File: src/sdc_pkg.sv
// Shared types, constants and glyph functions for the segment display controller
package sdc_pkg;
  localparam int NUM_POSITIONS = 13;
  localparam int NUM_OUT_BYTES = 16;
  localparam int BYTE_IDX_W = 4;

  localparam logic [1:0] CMD_CHAR   = 2'd0;
  localparam logic [1:0] CMD_RAW    = 2'd1;
  localparam logic [1:0] CMD_REFR   = 2'd2;
  localparam logic [1:0] CMD_BRIGHT = 2'd3;

  localparam logic [7:0] BYTE_MODE   = 8'h40;
  localparam logic [7:0] BYTE_ADDR   = 8'hc0;
  localparam logic [7:0] BYTE_BRIGHT = 8'h88;

  // Item passed from the front part to the back part
  typedef struct packed {
    logic [1:0]  cmd;
    logic [3:0]  position;
    logic [7:0]  char_code;
    logic [15:0] raw_word;
    logic [1:0]  brightness_level;
  } item_t;

  typedef struct packed {
    logic [7:0] bus_byte;
    logic       frame_end;
    logic       last;
  } res_t;

  function automatic logic [15:0] font16(input logic [5:0] idx);
    logic [15:0] g;
    case (idx)
      6'd1: g = 16'h243f; 6'd2: g = 16'h0006; 6'd3: g = 16'h00db; 6'd4: g = 16'h00cf;
      6'd5: g = 16'h00e6; 6'd6: g = 16'h00ed; 6'd7: g = 16'h00fd; 6'd8: g = 16'h0007;
      6'd9: g = 16'h00ff; 6'd10: g = 16'h00ef; 6'd11: g = 16'h00f7; 6'd12: g = 16'h128f;
      6'd13: g = 16'h0039; 6'd14: g = 16'h120f; 6'd15: g = 16'h00f9; 6'd16: g = 16'h00f1;
      6'd17: g = 16'h00bd; 6'd18: g = 16'h00f6; 6'd19: g = 16'h1209; 6'd20: g = 16'h001e;
      6'd21: g = 16'h0c70; 6'd22: g = 16'h0038; 6'd23: g = 16'h0536; 6'd24: g = 16'h0936;
      6'd25: g = 16'h003f; 6'd26: g = 16'h00f3; 6'd27: g = 16'h083f; 6'd28: g = 16'h08f3;
      6'd29: g = 16'h00ed; 6'd30: g = 16'h1201; 6'd31: g = 16'h003e; 6'd32: g = 16'h2430;
      6'd33: g = 16'h2836; 6'd34: g = 16'h2d00; 6'd35: g = 16'h00ee; 6'd36: g = 16'h2409;
      6'd37: g = 16'h00c0; 6'd38: g = 16'h2400; 6'd39: g = 16'h12c0;
      default: g = 16'h0000;
    endcase
    return g;
  endfunction

  function automatic logic [15:0] glyph16(input logic [7:0] c);
    logic [5:0] idx;
    idx = 6'd0;
    if (c >= "0" && c <= "9") idx = 6'(c - 8'h30 + 8'd1);
    else if (c >= "a" && c <= "z") idx = 6'(c - 8'h61 + 8'd11);
    else if (c >= "A" && c <= "Z") idx = 6'(c - 8'h41 + 8'd11);
    else if (c == "-") idx = 6'd37;
    else if (c == "/") idx = 6'd38;
    else if (c == "+") idx = 6'd39;
    return font16(idx);
  endfunction

  function automatic logic [15:0] glyph7(input logic [7:0] c);
    logic [15:0] g;
    if (c >= "0" && c <= "9") g = font16(6'(c - 8'h30 + 8'd1));
    else begin
      case (c)
        "-": g = 16'h00c0;
        "A": g = 16'h00f7;
        "B": g = 16'h007c;
        "C": g = 16'h0039;
        "D": g = 16'h00de;
        "E": g = 16'h00f9;
        "F": g = 16'h00f1;
        "G": g = 16'h00ef;
        "I": g = 16'h0006;
        "H": g = 16'h00f6;
        "L": g = 16'h0038;
        "N": g = 16'h0037;
        "O": g = 16'h003f;
        "P": g = 16'h00f3;
        "R", "r": g = 16'h0050;
        "S": g = 16'h00ed;
        "T", "t": g = 16'h00f8;
        "U": g = 16'h003e;
        "Y": g = 16'h006e;
        default: g = 16'h0000;
      endcase
    end
    return g;
  endfunction

  function automatic logic [7:0] bright_byte(input logic [1:0] lvl);
    logic [7:0] v;
    case (lvl)
      2'd0: v = 8'h00;
      2'd1: v = 8'h02;
      default: v = 8'h07;
    endcase
    return BYTE_BRIGHT | v;
  endfunction

  // Scatter the whole buffer through the panel wiring into one byte
  function automatic logic [7:0] wire_byte(input logic [NUM_POSITIONS*16-1:0] buf_flat,
                                           input logic [BYTE_IDX_W-1:0] k);
    logic [7:0] r;
    logic [15:0] w;
    logic [4:0] dst [14];
    logic [7:0] mask;
    logic [4:0] cnt;
    r = 8'h00;
    for (int p = 0; p < NUM_POSITIONS; p++) begin
      w = buf_flat[p*16 +: 16];
      for (int i = 0; i < 14; i++) dst[i] = 5'd31;
      cnt = 5'd0;
      case (p)
        0, 1, 2, 3, 4, 5, 6: begin
          dst[0] = 5'd14; dst[1] = 5'd7; dst[2] = 5'd0; dst[3] = 5'd3;
          dst[4] = 5'd11; dst[5] = 5'd15; dst[6] = 5'd9; dst[7] = 5'd6;
          dst[8] = 5'd13; dst[9] = 5'd12; dst[10] = 5'd5; dst[11] = 5'd1;
          dst[12] = 5'd2; dst[13] = 5'd8;
        end
        7, 9: begin
          dst[0] = 5'd5; dst[1] = 5'd12; dst[2] = 5'd13; dst[3] = 5'd6;
        end
        8: begin
          dst[0] = 5'd1; dst[1] = 5'd5; dst[2] = 5'd12; dst[3] = 5'd13; dst[4] = 5'd6;
        end
        10: begin
          dst[0] = 5'd11; dst[1] = 5'd3; dst[2] = 5'd0; dst[3] = 5'd7; dst[4] = 5'd14;
        end
        11: begin
          dst[0] = 5'd13; dst[1] = 5'd6; dst[2] = 5'd9; dst[3] = 5'd15;
        end
        default: begin
          dst[0] = 5'd8; dst[1] = 5'd2; dst[2] = 5'd1; dst[3] = 5'd5; dst[4] = 5'd12;
        end
      endcase
      case (p)
        0: begin mask = 8'h08; cnt = 5'd14; end
        1: begin mask = 8'h20; cnt = 5'd14; end
        2: begin mask = 8'h10; cnt = 5'd14; end
        3: begin mask = 8'h04; cnt = 5'd7; end
        4: begin mask = 8'h80; cnt = 5'd7; end
        5: begin mask = 8'h02; cnt = 5'd7; end
        6: begin mask = 8'h01; cnt = 5'd12; end
        7: begin mask = 8'h04; cnt = 5'd4; end
        8: begin mask = 8'h80; cnt = 5'd5; end
        9: begin mask = 8'h02; cnt = 5'd4; end
        10: begin mask = 8'h40; cnt = 5'd5; end
        11: begin mask = 8'h40; cnt = 5'd4; end
        default: begin mask = 8'h40; cnt = 5'd5; end
      endcase
      for (int b = 0; b < 14; b++)
        if (5'(b) < cnt && w[b] && dst[b] == {1'b0, k}) r = r | mask;
    end
    if (k == 4'd10) begin
      if (buf_flat[6*16 + 12]) r = r | 8'h20;
      if (buf_flat[6*16 + 13]) r = r | 8'h10;
      if (buf_flat[6*16 + 14]) r = r | 8'h04;
    end
    return r;
  endfunction
endpackage

File: src/sdc_queue.sv
// Two-entry queue between the command front part and the byte back part
module sdc_queue (
  input  logic           clk,
  input  logic           rst_n,
  input  logic           wr_valid,
  output logic           wr_ready,
  input  sdc_pkg::item_t wr_item,
  output logic           rd_valid,
  input  logic           rd_ready,
  output sdc_pkg::item_t rd_item
);
  import sdc_pkg::*;
  item_t      mem_r [2];
  logic       wp_r, rp_r;
  logic [1:0] cnt_r;
  logic       do_wr, do_rd;

  assign wr_ready = (cnt_r != 2'd2);
  assign rd_valid = (cnt_r != 2'd0);
  assign rd_item  = mem_r[rp_r];
  assign do_wr = wr_valid && wr_ready;
  assign do_rd = rd_valid && rd_ready;

  // Store entries
  always_ff @(posedge clk) begin
    if (do_wr) mem_r[wp_r] <= wr_item;
  end

  // Advance pointers and count
  always_ff @(posedge clk) begin
    if (!rst_n) begin
      wp_r <= 1'b0; rp_r <= 1'b0; cnt_r <= 2'd0;
    end else begin
      if (do_wr) wp_r <= ~wp_r;
      if (do_rd) rp_r <= ~rp_r;
      cnt_r <= cnt_r + {1'b0, do_wr} - {1'b0, do_rd};
    end
  end
endmodule

File: src/sdc_back.sv
// Back part: holds the show buffer and emits driver bytes
module sdc_back (
  input  logic           clk,
  input  logic           rst_n,
  input  logic           q_valid,
  output logic           q_ready,
  input  sdc_pkg::item_t q_item,
  output logic           res_valid,
  input  logic           res_ready,
  output sdc_pkg::res_t  res
);
  import sdc_pkg::*;

  typedef enum logic [2:0] {
    ST_IDLE = 3'b001, ST_ADDR = 3'b010, ST_DATA = 3'b100
  } state_t;

  state_t          st_r, st_nxt;
  logic [15:0]     buf_r [NUM_POSITIONS];
  logic [NUM_POSITIONS*16-1:0] buf_flat;
  logic [BYTE_IDX_W-1:0] idx_r, idx_nxt;
  logic            ov_r, ov_nxt;
  res_t            ob_r, ob_nxt;
  logic            slot_free;
  logic            take;

  always_comb begin
    for (int p = 0; p < NUM_POSITIONS; p++) buf_flat[p*16 +: 16] = buf_r[p];
  end

  assign slot_free = !ov_r || res_ready;
  assign q_ready   = (st_r == ST_IDLE) && slot_free;
  assign take      = q_valid && q_ready;
  assign res_valid = ov_r;
  assign res       = ob_r;

  // Update the show buffer on write commands
  always_ff @(posedge clk) begin
    if (!rst_n) begin
      for (int p = 0; p < NUM_POSITIONS; p++) buf_r[p] <= 16'h0000;
    end else if (take) begin
      if (q_item.cmd == CMD_CHAR) begin
        if (q_item.position < 4'd3) buf_r[q_item.position] <= glyph16(q_item.char_code);
        else if (q_item.position < 4'd6)
          buf_r[q_item.position] <= glyph7(q_item.char_code);
      end else if (q_item.cmd == CMD_RAW && q_item.position < 4'(NUM_POSITIONS)) begin
        buf_r[q_item.position] <= q_item.raw_word;
      end
    end
  end

  // Sequence the output bytes
  always_comb begin
    st_nxt  = st_r;
    idx_nxt = idx_r;
    ov_nxt  = ov_r && !res_ready;
    ob_nxt  = ob_r;
    case (st_r)
      ST_IDLE: begin
        if (take && q_item.cmd == CMD_REFR) begin
          ov_nxt = 1'b1;
          ob_nxt = '{bus_byte: BYTE_MODE, frame_end: 1'b1, last: 1'b0};
          st_nxt = ST_ADDR;
        end else if (take && q_item.cmd == CMD_BRIGHT) begin
          ov_nxt = 1'b1;
          ob_nxt = '{bus_byte: bright_byte(q_item.brightness_level),
                     frame_end: 1'b1, last: 1'b1};
        end
      end
      ST_ADDR: begin
        if (slot_free) begin
          ov_nxt  = 1'b1;
          ob_nxt  = '{bus_byte: BYTE_ADDR, frame_end: 1'b0, last: 1'b0};
          idx_nxt = '0;
          st_nxt  = ST_DATA;
        end
      end
      ST_DATA: begin
        if (slot_free) begin
          ov_nxt  = 1'b1;
          ob_nxt  = '{bus_byte: wire_byte(buf_flat, idx_r),
                      frame_end: (idx_r == 4'(NUM_OUT_BYTES - 1)),
                      last: (idx_r == 4'(NUM_OUT_BYTES - 1))};
          idx_nxt = idx_r + 1'b1;
          if (idx_r == 4'(NUM_OUT_BYTES - 1)) st_nxt = ST_IDLE;
        end
      end
      default: st_nxt = ST_IDLE;
    endcase
  end

  // Hold the output register until transfer
  always_ff @(posedge clk) begin
    ob_r  <= ob_nxt;
    idx_r <= idx_nxt;
  end

  always_ff @(posedge clk) begin
    if (!rst_n) begin
      st_r <= ST_IDLE; ov_r <= 1'b0;
    end else begin
      st_r <= st_nxt; ov_r <= ov_nxt;
    end
  end
endmodule

File: src/segment_display_controller_core.sv
// Top level of the segment display controller
// A write command updates the show buffer in the back part and gives no byte. A refresh gives
// 18 bytes, one per cycle while out_tready is high; brightness gives one byte.
// A two-entry command queue lets new commands be taken while the byte sequencer
// is busy; the sustained rate is set by that sequencer.
module segment_display_controller_core (
  input  logic        clk,
  input  logic        rst_n,
  input  logic        in_tvalid,
  output logic        in_tready,
  // [1:0] cmd, [5:2] position, [13:6] char_code, [29:14] raw_word,
  // [31:30] brightness_level
  input  logic [31:0] in_tdata,
  output logic        out_tvalid,
  input  logic        out_tready,
  output logic [7:0]  out_tdata,   // [7:0] bus_byte
  output logic        out_tuser,   // [0] frame_end
  output logic        out_tlast
);
  import sdc_pkg::*;
  item_t in_item, q_item;
  res_t  res;
  logic  q_valid, q_ready;

  assign in_item = '{cmd: in_tdata[1:0], position: in_tdata[5:2], char_code: in_tdata[13:6],
                     raw_word: in_tdata[29:14], brightness_level: in_tdata[31:30]};

  sdc_queue u_queue (
    .clk, .rst_n, .wr_valid(in_tvalid), .wr_ready(in_tready), .wr_item(in_item),
    .rd_valid(q_valid), .rd_ready(q_ready), .rd_item(q_item)
  );

  sdc_back u_back (
    .clk, .rst_n, .q_valid, .q_ready, .q_item,
    .res_valid(out_tvalid), .res_ready(out_tready), .res
  );

  assign out_tdata = res.bus_byte;
  assign out_tuser = res.frame_end;
  assign out_tlast = res.last;
endmodule

File: config.mk
export PLATFORM = sky130hd
export DESIGN_NAME = segment_display_controller_core
export DESIGN_NICKNAME = d
export VERILOG_FILES = /design/src/sdc_pkg.sv /design/src/sdc_queue.sv /design/src/sdc_back.sv /design/src/segment_display_controller_core.sv
export SDC_FILE = /design/constraint.sdc
export NUM_CORES = 1
export LEC_CHECK = 0
export ABC_AREA = 1
export BUFFER_PORTS_ARGS = -buffer_cell sky130_fd_sc_hd__buf_2
export CAP_MARGIN = 20
export CORE_AREA = 4 4 174 176
export DETAILED_ROUTE_END_ITERATION = 10
export DIE_AREA = 0 0 178 180
export HOLD_SLACK_MARGIN = 0.15
export PLACE_DENSITY_LB_ADDON = 0.12
export SYNTH_ARGS = -nofsm -noshare
export SYNTH_HDL_FRONTEND = slang
export SYNTH_HIERARCHICAL = 1
export SYNTH_SLANG_ARGS = --single-unit
File: constraint.sdc
create_clock -name clk -period 4.9 [get_ports clk]
set_input_delay 0.49 -clock clk [delete_from_list [all_inputs] [get_ports clk]]
set_output_delay 0.49 -clock clk [all_outputs]
set_load 0.1 [all_outputs]
==> results.tsv <==
metric	value	unit
Final nets	1232	
die span in x	178	um
CTS Buffer Depth	2	
Final Critical Period	4.24	ns
maximum clock frequency	0.236	GHz
Worst Hold Class	primary input to flip-flop	
clk_lat worst skew	0.43	ns
Post-CTS Hold Buffers	0	
final hold violation count	0	
initial antenna violation count	1	
Die Y	180	um
via count	8101	
initial drt markers	714	
outcome	finished, final reports clean	
pwr/cell area	628	nW/um2
most frequent cells in the layout	nand2_1 (238), edfxtp_1 (181), nor2_1 (120)	
I/O pins	48	
setup TNS	0	ns
die area	32000	um2
CTS root buf	clkbuf_16	
Worst Setup End Kind	flip-flop	
final setup fails	0	
most common cell after layout, fill and taps aside	nand2_1	
post-route ant nets	0	
IO Port Bufs	46	
Core Area	28600	um2
syn_nets	1177	
first-pass GRT wire length	45600	um
starting density of the core	37.4	%
vias in the first global route	7769	
setup slack after layout	0.660	ns
Worst setup SP type	flip-flop	
Reg clk slew, reported paths	0.07	ns
Fin Clk Skew	0.00860	ns
Global Route Usage Sum	18.6	%
max-slew violations	0	
Multi-input gate area	4410	um2
drt first pass iters	5	
area delta synth->final	11.4	%
post-synthesis cell area	10700	um2
remaining global-route overflow	0	
Slew HR	20.1	%
fraction of layout cells with a size suffix above 1	17.2	%
Residual DRC	0	
register area	5620	um2
setup slack at placement	0.696	ns
Vias/cell	5.18	
largest net degree at the start of global routing	32	
hpwl dp	21300	um
Synth Instances	1111	
CP arrival	4.38	ns
CTS tree	built	
max cap viols	0	
sinks on the clock net	190	
VDD IR-drop max	358	uV
Post-Route WL	29600	um
Worst Path Required	5.04	ns
WL/cell	18.9	um
CTS buffer count	17	
Ys Warns	6	
crit-path max FO	13	
Filler cells	2800	
H-tree Lvls	4	
Setup Crit Path Kind	flip-flop to flip-flop	
Resized Gates After CTS	0	
Placer Congestion	0.886	
worst hold margin	0.249	ns
RSZ-0062 raised after global routing	no	
Rows	62	
Post-CTS Setup Inserts	0	
period utilization	86.5	%
Worst-Margin Slew	1.19	ns
leakage	4.76	nW
synthesized area per cell	9.64	um2
[sequential cells by signal, indices dropped and copies added, names as in the netlist, named ones only]
| signal | cells |
|---|---|
| u_back/buf_r | 105 |
| u_back/idx_r | 4 |
| u_back/res | 10 |
| u_back/res_valid | 1 |
| u_back/st_r | 3 |
| u_queue/cnt_r | 2 |
| u_queue/mem_r | 62 |
| u_queue/rp_r | 1 |
| u_queue/wp_r | 1 |
[per-layer routing]
| layer | global-route usage [%] | vias up | wire length [um] |
|---|---|---|---|
| met3 | 3.07 | 43 | 1720 |
| met1 | 27.1 | 3837 | 13800 |
| met5 | 0 | - | 7 |
| li1 | - | 3971 | - |
| met4 | 4.92 | 2 | 552 |
| met2 | 28.9 | 248 | 13500 |
[layout make-up]
class	count	share of cell area (%)
clock buffer	20	3.66
inverter	117	3.71
tap	384	4.03
antenna	1	0.0210
timing repair buffer	65	3.13
clock inverter	12	1.35
sequential	190	47.1
multi-input combinational	775	37.0
[worst paths after layout]
path         slack (ns)  depth (start not counted)          from                    to
min reg2reg        0.51                          2  u_queue/rp_r          u_queue/rp_r
max reg2reg        0.66                         18     flip-flop    u_back/buf_r[5][3]
max                0.66                         18     flip-flop    u_back/buf_r[5][3]
min                0.25                          1   in_tdata[5]  u_queue/mem_r[1][29]
[worst max-delay path, cell delays in order (launching register included)]
cell,delay (ns)
dfxtp_2,0.37
mux2_4,0.37
inv_1,0.28
ha_1,0.35
inv_2,0.09
nor2_1,0.17
nand2_1,0.07
nand2_1,0.08
nand2_2,0.08
nand2_2,0.11
nand2_1,0.09
nand2_1,0.06
nand3_1,0.23
ha_1,0.45
nand4_1,0.22
o2111ai_1,0.25
nand3_1,0.14
nand2_2,0.40
a21oi_1,0.13
[power breakdown]
group / switching [mW] / internal, mW
sequential: 0.0516 / 1.97
combinational: 3.01 / 1.04
clock: 0.605 / 0.810
total: 3.66 / 3.82
[stage by stage]
step	util (%)	total power, mW	cell area (um2)	instances
after floorplan	-	5.04	10700	1111
after global placement	39.6	6.09	11300	1531
after detailed placement	39.6	6.07	11300	1531
after CTS	41.6	7.49	11900	1563
after global routing	41.6	7.99	11900	1563
final	41.7	7.49	11900	1564
No activity file was read; power rests on OpenSTA's default activity.
